[src/rtl/core/mpat_pkg.sv]
// Shared constants, types and the byte-wide CRC-32 step for the PAT section parser.
// No dependencies; used by mpat_crc and mpeg2_pat_section_parser.
package mpat_pkg;

   // default sizing
   localparam int MIN_SECTION_BYTES = 12;
   localparam int MAX_SECTION_BYTES = 1024;
   localparam int MAX_PROGRAMS      = 64;

   // section layout
   localparam int HDR_BYTES   = 8;    // fixed header bytes 0..7
   localparam int LOOP_OFFSET = 9;    // length-field bytes not in the program loop
   localparam int ENTRY_BYTES = 4;    // program number + PID
   localparam int CRC_BYTES   = 4;

   localparam int COUNT_W = 7;        // width of program_count on the port

   localparam logic [31:0] CRC_POLY = 32'h04C1_1DB7;
   localparam logic [31:0] CRC_INIT = 32'hFFFF_FFFF;

   localparam logic KIND_ENTRY   = 1'b0;
   localparam logic KIND_SUMMARY = 1'b1;

   localparam logic [1:0] STATUS_OK   = 2'd0;
   localparam logic [1:0] STATUS_CRC  = 2'd1;
   localparam logic [1:0] STATUS_SIZE = 2'd2;

   // per-beat control from the parser to the CRC unit
   typedef struct packed {
      logic shift;         // byte enters the delay line
      logic run;           // oldest delayed byte goes through the CRC
      logic capture;       // byte belongs to the transmitted CRC word
      logic capture_done;  // byte is the last one of that word
      logic clear;         // end of section, back to reset values
   } crc_ctl_type;

   // last three bytes seen before the current one, newest first
   typedef struct packed {
      logic [7:0] tap0;
      logic [7:0] tap1;
      logic [7:0] tap2;
   } crc_taps_type;

   // MPEG-2 CRC-32, MSB first, one byte
   function automatic logic [31:0] crc32_byte(input logic [31:0] crc, input logic [7:0] b);
      logic [31:0] c;
      c = crc ^ {b, 24'd0};
      for (int i = 0; i < 8; i++) begin
         c = c[31] ? ({c[30:0], 1'b0} ^ CRC_POLY) : {c[30:0], 1'b0};
      end
      return c;
   endfunction

endpackage

[src/rtl/core/mpat_crc.sv]
// Four-byte delay line, running CRC-32 and capture of the transmitted CRC word.
// Depends on mpat_pkg.
module mpat_crc (
   input  logic                      clock,
   input  logic                      reset,
   input  mpat_pkg::crc_ctl_type     ctl,
   input  logic [7:0]                data_byte,
   output mpat_pkg::crc_taps_type    taps,
   output logic                      crc_ok
);

   logic [3:0][7:0] dly_ff, dly_in;
   logic [31:0]     crc_ff, crc_in;
   logic [31:0]     rcv_ff, rcv_in;
   logic            rcv_valid_ff, rcv_valid_in;

   always_comb begin
      dly_in       = {dly_ff[2:0], data_byte};
      crc_in       = ctl.run ? mpat_pkg::crc32_byte(crc_ff, dly_ff[3]) : crc_ff;
      rcv_in       = ctl.capture ? {rcv_ff[23:0], data_byte} : rcv_ff;
      rcv_valid_in = rcv_valid_ff | ctl.capture_done;
   end

   // verdict on the state as it stands after this beat
   assign crc_ok    = rcv_valid_in && (rcv_in == crc_in);
   assign taps.tap0 = dly_ff[0];
   assign taps.tap1 = dly_ff[1];
   assign taps.tap2 = dly_ff[2];

   always_ff @(posedge clock) begin
      if (reset || ctl.clear) begin
         dly_ff       <= '0;
         crc_ff       <= mpat_pkg::CRC_INIT;
         rcv_ff       <= '0;
         rcv_valid_ff <= 1'b0;
      end else if (ctl.shift) begin
         dly_ff       <= dly_in;
         crc_ff       <= crc_in;
         rcv_ff       <= rcv_in;
         rcv_valid_ff <= rcv_valid_in;
      end
   end

endmodule

[src/rtl/core/mpeg2_pat_section_parser.sv]
// MPEG-2 program association section parser: top level.
// Depends on mpat_pkg and mpat_crc.
//
// Takes one section byte per beat, first byte first, with req_last_byte on the
// final byte, and takes a beat in every cycle that req_stall is low. Each beat
// is finished in the cycle it is accepted: the header capture, the entry check
// and one byte of CRC-32 sit between the section state and the result register,
// so a result shows on rsp_* the cycle after the beat that caused it. A program entry
// result (rsp_kind 0) follows the fourth byte of each full loop entry, up to
// MaxPrograms; the final byte gives a summary (rsp_kind 1) with the header,
// the entry count and the status, and returns the parser to its start state
// for the next section. Status 1 is a CRC mismatch or a missing CRC word;
// status 2 flags a section shorter than MinSectionBytes or longer than
// MaxSectionBytes, whose entries already sent must be dropped downstream.
// req_stall is high only while a result sits in the output register and
// rsp_stall holds it.

module mpeg2_pat_section_parser #(
   parameter int MinSectionBytes = mpat_pkg::MIN_SECTION_BYTES,
   parameter int MaxSectionBytes = mpat_pkg::MAX_SECTION_BYTES,
   parameter int MaxPrograms     = mpat_pkg::MAX_PROGRAMS
) (
   input  logic        clock,
   input  logic        reset,

   input  logic        req_valid,
   output logic        req_stall,
   input  logic [7:0]  req_data_byte,
   input  logic        req_last_byte,

   output logic        rsp_valid,
   input  logic        rsp_stall,
   output logic        rsp_kind,
   output logic [15:0] rsp_prog_num,
   output logic [12:0] rsp_pmt_pid,
   output logic [7:0]  rsp_tbl_id,
   output logic        rsp_syntax_indicator,
   output logic [15:0] rsp_ts_id,
   output logic [4:0]  rsp_version,
   output logic        rsp_current_next,
   output logic [7:0]  rsp_sect_num,
   output logic [7:0]  rsp_last_sect_num,
   output logic [6:0]  rsp_program_count,
   output logic [1:0]  rsp_status
);

   localparam int POS_W = $clog2(MaxSectionBytes + 1);
   localparam int CNT_W = $clog2(MaxPrograms + 1);
   // compare width: covers byte positions, the length field + 2 and the entry end
   localparam int CMP_W = ((POS_W > 12) ? POS_W : 12) + 2;
   localparam int ENTRY_END = mpat_pkg::HDR_BYTES + mpat_pkg::ENTRY_BYTES * MaxPrograms;

   // ------------------------------------------------------------------
   // section state
   // ------------------------------------------------------------------
   logic [POS_W-1:0] pos_ff, pos_in;
   logic [11:0]      length_ff, length_in;
   logic [CNT_W-1:0] cnt_ff, cnt_in;
   logic [7:0]       tbl_id_ff, tbl_id_in;
   logic             syntax_ff, syntax_in;
   logic [15:0]      tsid_ff, tsid_in;
   logic [4:0]       version_ff, version_in;
   logic             cur_next_ff, cur_next_in;
   logic [7:0]       sec_num_ff, sec_num_in;
   logic [7:0]       last_sec_ff, last_sec_in;

   // result register
   logic        rsp_valid_ff, rsp_valid_in;
   logic        kind_ff;
   logic [15:0] prog_num_ff;
   logic [12:0] pid_ff;
   logic [7:0]  o_tbl_id_ff;
   logic        o_syntax_ff;
   logic [15:0] o_tsid_ff;
   logic [4:0]  o_version_ff;
   logic        o_cur_next_ff;
   logic [7:0]  o_sec_num_ff;
   logic [7:0]  o_last_sec_ff;
   logic [6:0]  o_count_ff;
   logic [1:0]  o_status_ff;

   logic                   accept;
   logic                   oversize;
   logic                   advance;
   logic [CMP_W-1:0]       pos_x, len_x, crc_start_x, crc_ofs_x, new_pos_x;
   logic                   in_crc_word;
   logic                   entry_hit;
   logic                   size_bad;
   logic [1:0]             status;
   mpat_pkg::crc_ctl_type  crc_ctl;
   mpat_pkg::crc_taps_type crc_taps;
   logic                   crc_ok;

   // output register parts the two sides; input stalls only behind a held result
   assign req_stall = rsp_valid_ff && rsp_stall;
   assign accept    = req_valid && !req_stall;

   // past MaxSectionBytes bytes are dropped until the last one
   assign oversize = pos_ff >= POS_W'(MaxSectionBytes);
   assign advance  = accept && !oversize;

   always_comb begin
      pos_x = CMP_W'(pos_ff);
      len_x = CMP_W'(length_ff);
      // CRC word begins at length field - 1, or right after the header
      crc_start_x = (length_ff > 12'(mpat_pkg::LOOP_OFFSET)) ? len_x - CMP_W'(1)
                                                             : CMP_W'(mpat_pkg::HDR_BYTES);
      crc_ofs_x   = pos_x - crc_start_x;
      in_crc_word = (pos_x >= crc_start_x) && (crc_ofs_x < CMP_W'(mpat_pkg::CRC_BYTES));

      // fourth byte of an entry k: 4(k+1) <= length field - 9, i.e. pos + 2 <= length
      entry_hit = advance && !req_last_byte
                  && (pos_x >= CMP_W'(mpat_pkg::HDR_BYTES))
                  && (pos_x[1:0] == 2'b11)
                  && (pos_x < CMP_W'(ENTRY_END))
                  && (pos_x + CMP_W'(2) <= len_x);
   end

   always_comb begin
      crc_ctl.shift        = advance;
      crc_ctl.run          = pos_x >= CMP_W'(mpat_pkg::CRC_BYTES);
      crc_ctl.capture      = in_crc_word;
      crc_ctl.capture_done = in_crc_word && (crc_ofs_x[1:0] == 2'b11);
      crc_ctl.clear        = accept && req_last_byte;
   end

   mpat_crc u_crc (
      .clock     (clock),
      .reset     (reset),
      .ctl       (crc_ctl),
      .data_byte (req_data_byte),
      .taps      (crc_taps),
      .crc_ok    (crc_ok)
   );

   // header capture, byte position, entry count
   always_comb begin
      pos_in      = pos_ff;
      length_in   = length_ff;
      cnt_in      = cnt_ff;
      tbl_id_in   = tbl_id_ff;
      syntax_in   = syntax_ff;
      tsid_in     = tsid_ff;
      version_in  = version_ff;
      cur_next_in = cur_next_ff;
      sec_num_in  = sec_num_ff;
      last_sec_in = last_sec_ff;

      if (advance) begin
         pos_in = pos_ff + POS_W'(1);
         if (pos_x < CMP_W'(mpat_pkg::HDR_BYTES)) begin
            case (pos_x[2:0])
               3'd0: tbl_id_in = req_data_byte;
               3'd1: begin
                  syntax_in       = req_data_byte[7];
                  length_in[11:8] = req_data_byte[3:0];
               end
               3'd2: length_in[7:0]  = req_data_byte;
               3'd3: tsid_in[15:8]   = req_data_byte;
               3'd4: tsid_in[7:0]    = req_data_byte;
               3'd5: begin
                  version_in  = req_data_byte[5:1];
                  cur_next_in = req_data_byte[0];
               end
               3'd6: sec_num_in  = req_data_byte;
               3'd7: last_sec_in = req_data_byte;
               default: ;
            endcase
         end
      end
      if (entry_hit) begin
         cnt_in = cnt_ff + CNT_W'(1);
      end
   end

   // size and CRC verdict, judged on the state after this beat
   always_comb begin
      new_pos_x = CMP_W'(pos_in);
      size_bad  = oversize || (new_pos_x < CMP_W'(MinSectionBytes))
                  || (new_pos_x > CMP_W'(MaxSectionBytes));
      if (size_bad) begin
         status = mpat_pkg::STATUS_SIZE;
      end else if (!crc_ok) begin
         status = mpat_pkg::STATUS_CRC;
      end else begin
         status = mpat_pkg::STATUS_OK;
      end
   end

   always_comb begin
      if (accept) begin
         rsp_valid_in = req_last_byte || entry_hit;
      end else begin
         rsp_valid_in = rsp_valid_ff && rsp_stall;
      end
   end

   always_ff @(posedge clock) begin
      if (reset || (accept && req_last_byte)) begin
         pos_ff      <= '0;
         length_ff   <= '0;
         cnt_ff      <= '0;
         tbl_id_ff   <= '0;
         syntax_ff   <= 1'b0;
         tsid_ff     <= '0;
         version_ff  <= '0;
         cur_next_ff <= 1'b0;
         sec_num_ff  <= '0;
         last_sec_ff <= '0;
      end else begin
         pos_ff      <= pos_in;
         length_ff   <= length_in;
         cnt_ff      <= cnt_in;
         tbl_id_ff   <= tbl_id_in;
         syntax_ff   <= syntax_in;
         tsid_ff     <= tsid_in;
         version_ff  <= version_in;
         cur_next_ff <= cur_next_in;
         sec_num_ff  <= sec_num_in;
         last_sec_ff <= last_sec_in;
      end
   end

   always_ff @(posedge clock) begin
      if (reset) begin
         rsp_valid_ff <= 1'b0;
      end else begin
         rsp_valid_ff <= rsp_valid_in;
      end
   end

   // result payload
   always_ff @(posedge clock) begin
      if (accept && req_last_byte) begin
         kind_ff       <= mpat_pkg::KIND_SUMMARY;
         prog_num_ff   <= '0;
         pid_ff        <= '0;
         o_tbl_id_ff   <= tbl_id_in;
         o_syntax_ff   <= syntax_in;
         o_tsid_ff     <= tsid_in;
         o_version_ff  <= version_in;
         o_cur_next_ff <= cur_next_in;
         o_sec_num_ff  <= sec_num_in;
         o_last_sec_ff <= last_sec_in;
         o_count_ff    <= size_bad ? '0 : mpat_pkg::COUNT_W'(cnt_ff);
         o_status_ff   <= status;
      end else if (entry_hit) begin
         // entry bytes: tap2 tap1 | tap0 data
         kind_ff       <= mpat_pkg::KIND_ENTRY;
         prog_num_ff   <= {crc_taps.tap2, crc_taps.tap1};
         pid_ff        <= {crc_taps.tap0[4:0], req_data_byte};
         o_tbl_id_ff   <= '0;
         o_syntax_ff   <= 1'b0;
         o_tsid_ff     <= '0;
         o_version_ff  <= '0;
         o_cur_next_ff <= 1'b0;
         o_sec_num_ff  <= '0;
         o_last_sec_ff <= '0;
         o_count_ff    <= '0;
         o_status_ff   <= mpat_pkg::STATUS_OK;
      end
   end

   assign rsp_valid            = rsp_valid_ff;
   assign rsp_kind             = kind_ff;
   assign rsp_prog_num         = prog_num_ff;
   assign rsp_pmt_pid          = pid_ff;
   assign rsp_tbl_id           = o_tbl_id_ff;
   assign rsp_syntax_indicator = o_syntax_ff;
   assign rsp_ts_id            = o_tsid_ff;
   assign rsp_version          = o_version_ff;
   assign rsp_current_next     = o_cur_next_ff;
   assign rsp_sect_num         = o_sec_num_ff;
   assign rsp_last_sect_num    = o_last_sec_ff;
   assign rsp_program_count    = o_count_ff;
   assign rsp_status           = o_status_ff;

   // ------------------------------------------------------------------
   // checks
   // ------------------------------------------------------------------
   // last beat always leaves a summary in the output register
   a_last_gives_summary: assert property (@(posedge clock) disable iff (reset)
      accept && req_last_byte |=> rsp_valid_ff && (kind_ff == mpat_pkg::KIND_SUMMARY))
      else $error("last beat did not produce a summary");

   // sections with a size error (too short or too long) report no entries
   a_size_count_zero: assert property (@(posedge clock) disable iff (reset)
      rsp_valid_ff && (kind_ff == mpat_pkg::KIND_SUMMARY)
      && (o_status_ff == mpat_pkg::STATUS_SIZE) |-> (o_count_ff == '0))
      else $error("size error summary carries a program count");

   // byte position saturates at the section limit
   a_pos_bound: assert property (@(posedge clock) disable iff (reset)
      pos_ff <= POS_W'(MaxSectionBytes))
      else $error("byte position ran past the section limit");

   // entry count stays within MaxPrograms
   a_cnt_bound: assert property (@(posedge clock) disable iff (reset)
      cnt_ff <= CNT_W'(MaxPrograms))
      else $error("entry count exceeded the program limit");

endmodule
[config.mk]
export PLATFORM = sky130hd
export DESIGN_NAME = mpeg2_pat_section_parser
export DESIGN_NICKNAME = d
export VERILOG_FILES = /design/src/rtl/core/mpat_pkg.sv /design/src/rtl/core/mpat_crc.sv /design/src/rtl/core/mpeg2_pat_section_parser.sv
export SDC_FILE = /design/constraint.sdc
export NUM_CORES = 1
export LEC_CHECK = 0
export ABC_AREA = 1
export ABC_CLOCK_PERIOD_IN_PS = 6750
export BUFFER_PORTS_ARGS = -buffer_cell sky130_fd_sc_hd__buf_4
export CORE_UTILIZATION = 50
export CTS_BUF_LIST = sky130_fd_sc_hd__clkbuf_2 sky130_fd_sc_hd__clkbuf_4 sky130_fd_sc_hd__clkbuf_8
export DETAILED_ROUTE_END_ITERATION = 10
export PLACE_DENSITY = 0.68
export SLEW_MARGIN = 5
export SYNTH_ARGS = -nofsm -noshare
export SYNTH_HDL_FRONTEND = slang
export SYNTH_SLANG_ARGS = --single-unit
[constraint.sdc]
create_clock -name clock -period 6.75 [get_ports clock]
set_input_delay 1.35 -clock clock [delete_from_list [all_inputs] [get_ports clock]]
set_output_delay 1.35 -clock clock [all_outputs]
set_load 0.03 [all_outputs]
==> impl_metrics.toml <==
[status]
status = "finished clean"

[power]
power_density_nw_per_um2 = 257
switching_share = 0.308
power.switching_w = 0.00120
p_leak_nw = 7.08
total_power_w = 0.00391
intPower_w = 0.00270
seq_power_share = 0.434
vdd_drop_max_v = 0.000217
p_comb_frac = 0.189
clkPwrFrac = 0.377

[critical_path]
critPathSlowestCell = "nor3_4"
worst_setup_path_start_kind = "flip-flop"
slowest_delay_ns = 0.51
crit_type = "reg2reg"
endpoint_kind = "flip-flop"
required_ns = 7.04
r2r_setup_slack_ns = 1.21
cp.arrival_ns = 5.84
worstPathMaxFanout = 19

[placed_design]
dp_hpwl_um = 26300
gp_congestion = 0.945
place_ws_ns = 1.35
port_buffers = 100

[clock_tree]
cts_root_buf = "clkbuf_8"
cts-buffers-inserted = 44
cts_tree = "yes"
cts.path.max_buffers = 3
cts_resized = 0
htree_levels = 2
path_clk_slew_ns = 0.06
clock_latency_ns = 0.58
cts_sinks = 261
post_cts_buffers = 0
hold_buffers = 0

[logic_synthesis]
postSynthAreaPerCell_um2 = 7.43
async_flop_share = 0
yosys.area.top_type = "dfxtp_1"
synth_top_flop_cell = "dfxtp_1"
ys_warn_count = 0
synth_common_cells = "nand2_1, inv_1, nor2_1, dfxtp_1, o21ai_0"
synth_area_leaders = "dfxtp_1, edfxtp_1, nand2_1, inv_1, nor2_1"
synth-seq-cells = 261
synth_edf_count = 56
seq_area_frac_synth = 0.436
ys_types = 46
yosysTopAreaCellShare = 0.309
synth_most_common_cell = "nand2_1"
syn_inst = 1786
mappedNetlistArea_um2 = 13300
syn_nets = 1833

[sta]
max_freq_mhz = 180
period_minus_slack_ns = 5.54
tns_ns = 0
rsz0062_at_grt = "no"
finalSetupViolCount = 0
setup_slack_ns = 1.21
tightest_slew_ns = 1.19
skew_ns = 0.0432
hold_viol_final = 0
relSlewSlack = 0.205
min_period_over_period = 0.821
drv_slew = 0

[die]
fp.dieW_um = 165
fp.dieH_um = 165
initial_core_util = 0.509
rows = 59
io-pin-count = 101
core_um2 = 26100
die_area_um2 = 27200

[global_routing]
antenna_found_initial = 0
grt_pass1_wl_um = 58300
grt_overflow = 0
grt_max_degree = 84
track_usage = 0.275
grt_pass1_vias = 11100

[hold_path]
hold_path.class = "reg2reg"

[finish]
drive_gt1_frac = 0.112
nFillCells = 2443
final_nets = 1917
diodes = 0
fin_util = 0.583
area.growth.synth_to_final_pct = 14.4

[drt]
vias_per_cell = 5.33
drc = 0
dr.pass1.iters = 5
wl_per_cell_um = 16.4
totalWireLength_um = 36800
dr.first_iter.drc_count = 1074
num_vias = 12000
ant_nets = 0

[flow_run]
cap_violations = 0
==> path summary, 6_finish.rpt <==
kind,start,end,depth (start not counted)
worst max-delay path,length_ff[6],rsp_status[0],26
worst min-delay path,rsp_kind,rsp_kind,2
worst max register to register,length_ff[6],rsp_status[0],26
worst min register to register,rsp_kind,rsp_kind,2
==> layout by cell type, fill, tap and decap left out, types with 50 or more instances in the layout <==
master    instances
inv_1           229
clkbuf_8         50
nor2_1          206
a21oi_1         119
nand2_1         369
edfxtp_1         56
dfxtp_1         205
buf_4           113
nand3_1         105
xor2_1           60
o21ai_0         150
==> kinds of logic after synthesis <==
family | after synthesis | share of synthesized area
xor+xnor | 74 | 0.0494
buf+inv | 311 | 0.0897
simple gates | 742 | 0.233
mux | 25 | 0.0189
flops | 261 | 0.436
compound gates | 339 | 0.141
fa+ha+maj | 34 | 0.0326
==> per-stage QoR <==
stage	area (µm²)	instances	hold WS (ns)
after floorplan	13300	1786	0.435
after global placement	14300	2159	0.432
after detailed placement	14300	2159	0.443
after CTS	15200	2241	0.457
after global routing	15200	2241	0.479
final	15200	2241	0.456
==> per-layer routing <==
metal / GRT usage / wire [µm] / part of all wire / up-vias
met3: 0.0580 / 2480 / 0.067 / 55
met5: 0 / 0 / 0 / -
met4: 0.0830 / 830 / 0.023 / 0
met2: 0.428 / 16100 / 0.44 / 334
met1: 0.382 / 17400 / 0.47 / 5557
li1: - / - / - / 6004
==> critical path, delay by kind of cell (launching register included) <==
kind,cells,cell delay (ns)
buffers and inverters,3,0.57
AO/OA/AOI/OAI,1,0.24
flip-flops,1,0.35
adder cells (fa/ha/maj),2,0.66
AND/OR/NAND/NOR,20,3.41
==> area by class of cell <==
type | instances | area [µm²] | share of cell area
clock buffers | 72 | 853 | 0.0562
flip-flops and latches | 261 | 5790 | 0.381
multi-input cells | 1214 | 6310 | 0.416
inverters | 236 | 887 | 0.0584
well taps | 335 | 419 | 0.0276
repair buffers | 113 | 848 | 0.0558
clock inverters | 10 | 82.6 | 0.00544
==> registers in the layout, summed over array words and instances (netlist names), 7 cells and up <==
signal and flops:
cnt_ff 7, last_sec_ff 8, length_ff 12, pos_ff 11, rsp_last_sect_num 8, rsp_pmt_pid 13
rsp_prog_num 16, rsp_program_count 7, rsp_sect_num 8, rsp_tbl_id 8, rsp_ts_id 16, sec_num_ff 8
tbl_id_ff 8, tsid_ff 16, u_crc.crc_ff 32, u_crc.dly_ff 8, u_crc.rcv_ff 32, u_crc.taps 24
==> power groups by stage <==
stage	registers (W)	clock network (W)	logic (W)
after detailed placement	0.00173	0	0.000731
after floorplan	0.00174	0	0.000515
after CTS	0.00169	0.00149	0.000734
final	0.00169	0.00147	0.000739
after global placement	0.00172	0	0.000725
after global routing	0.00170	0.00157	0.000828
Note: power is estimated with default switching activity, not from simulation.
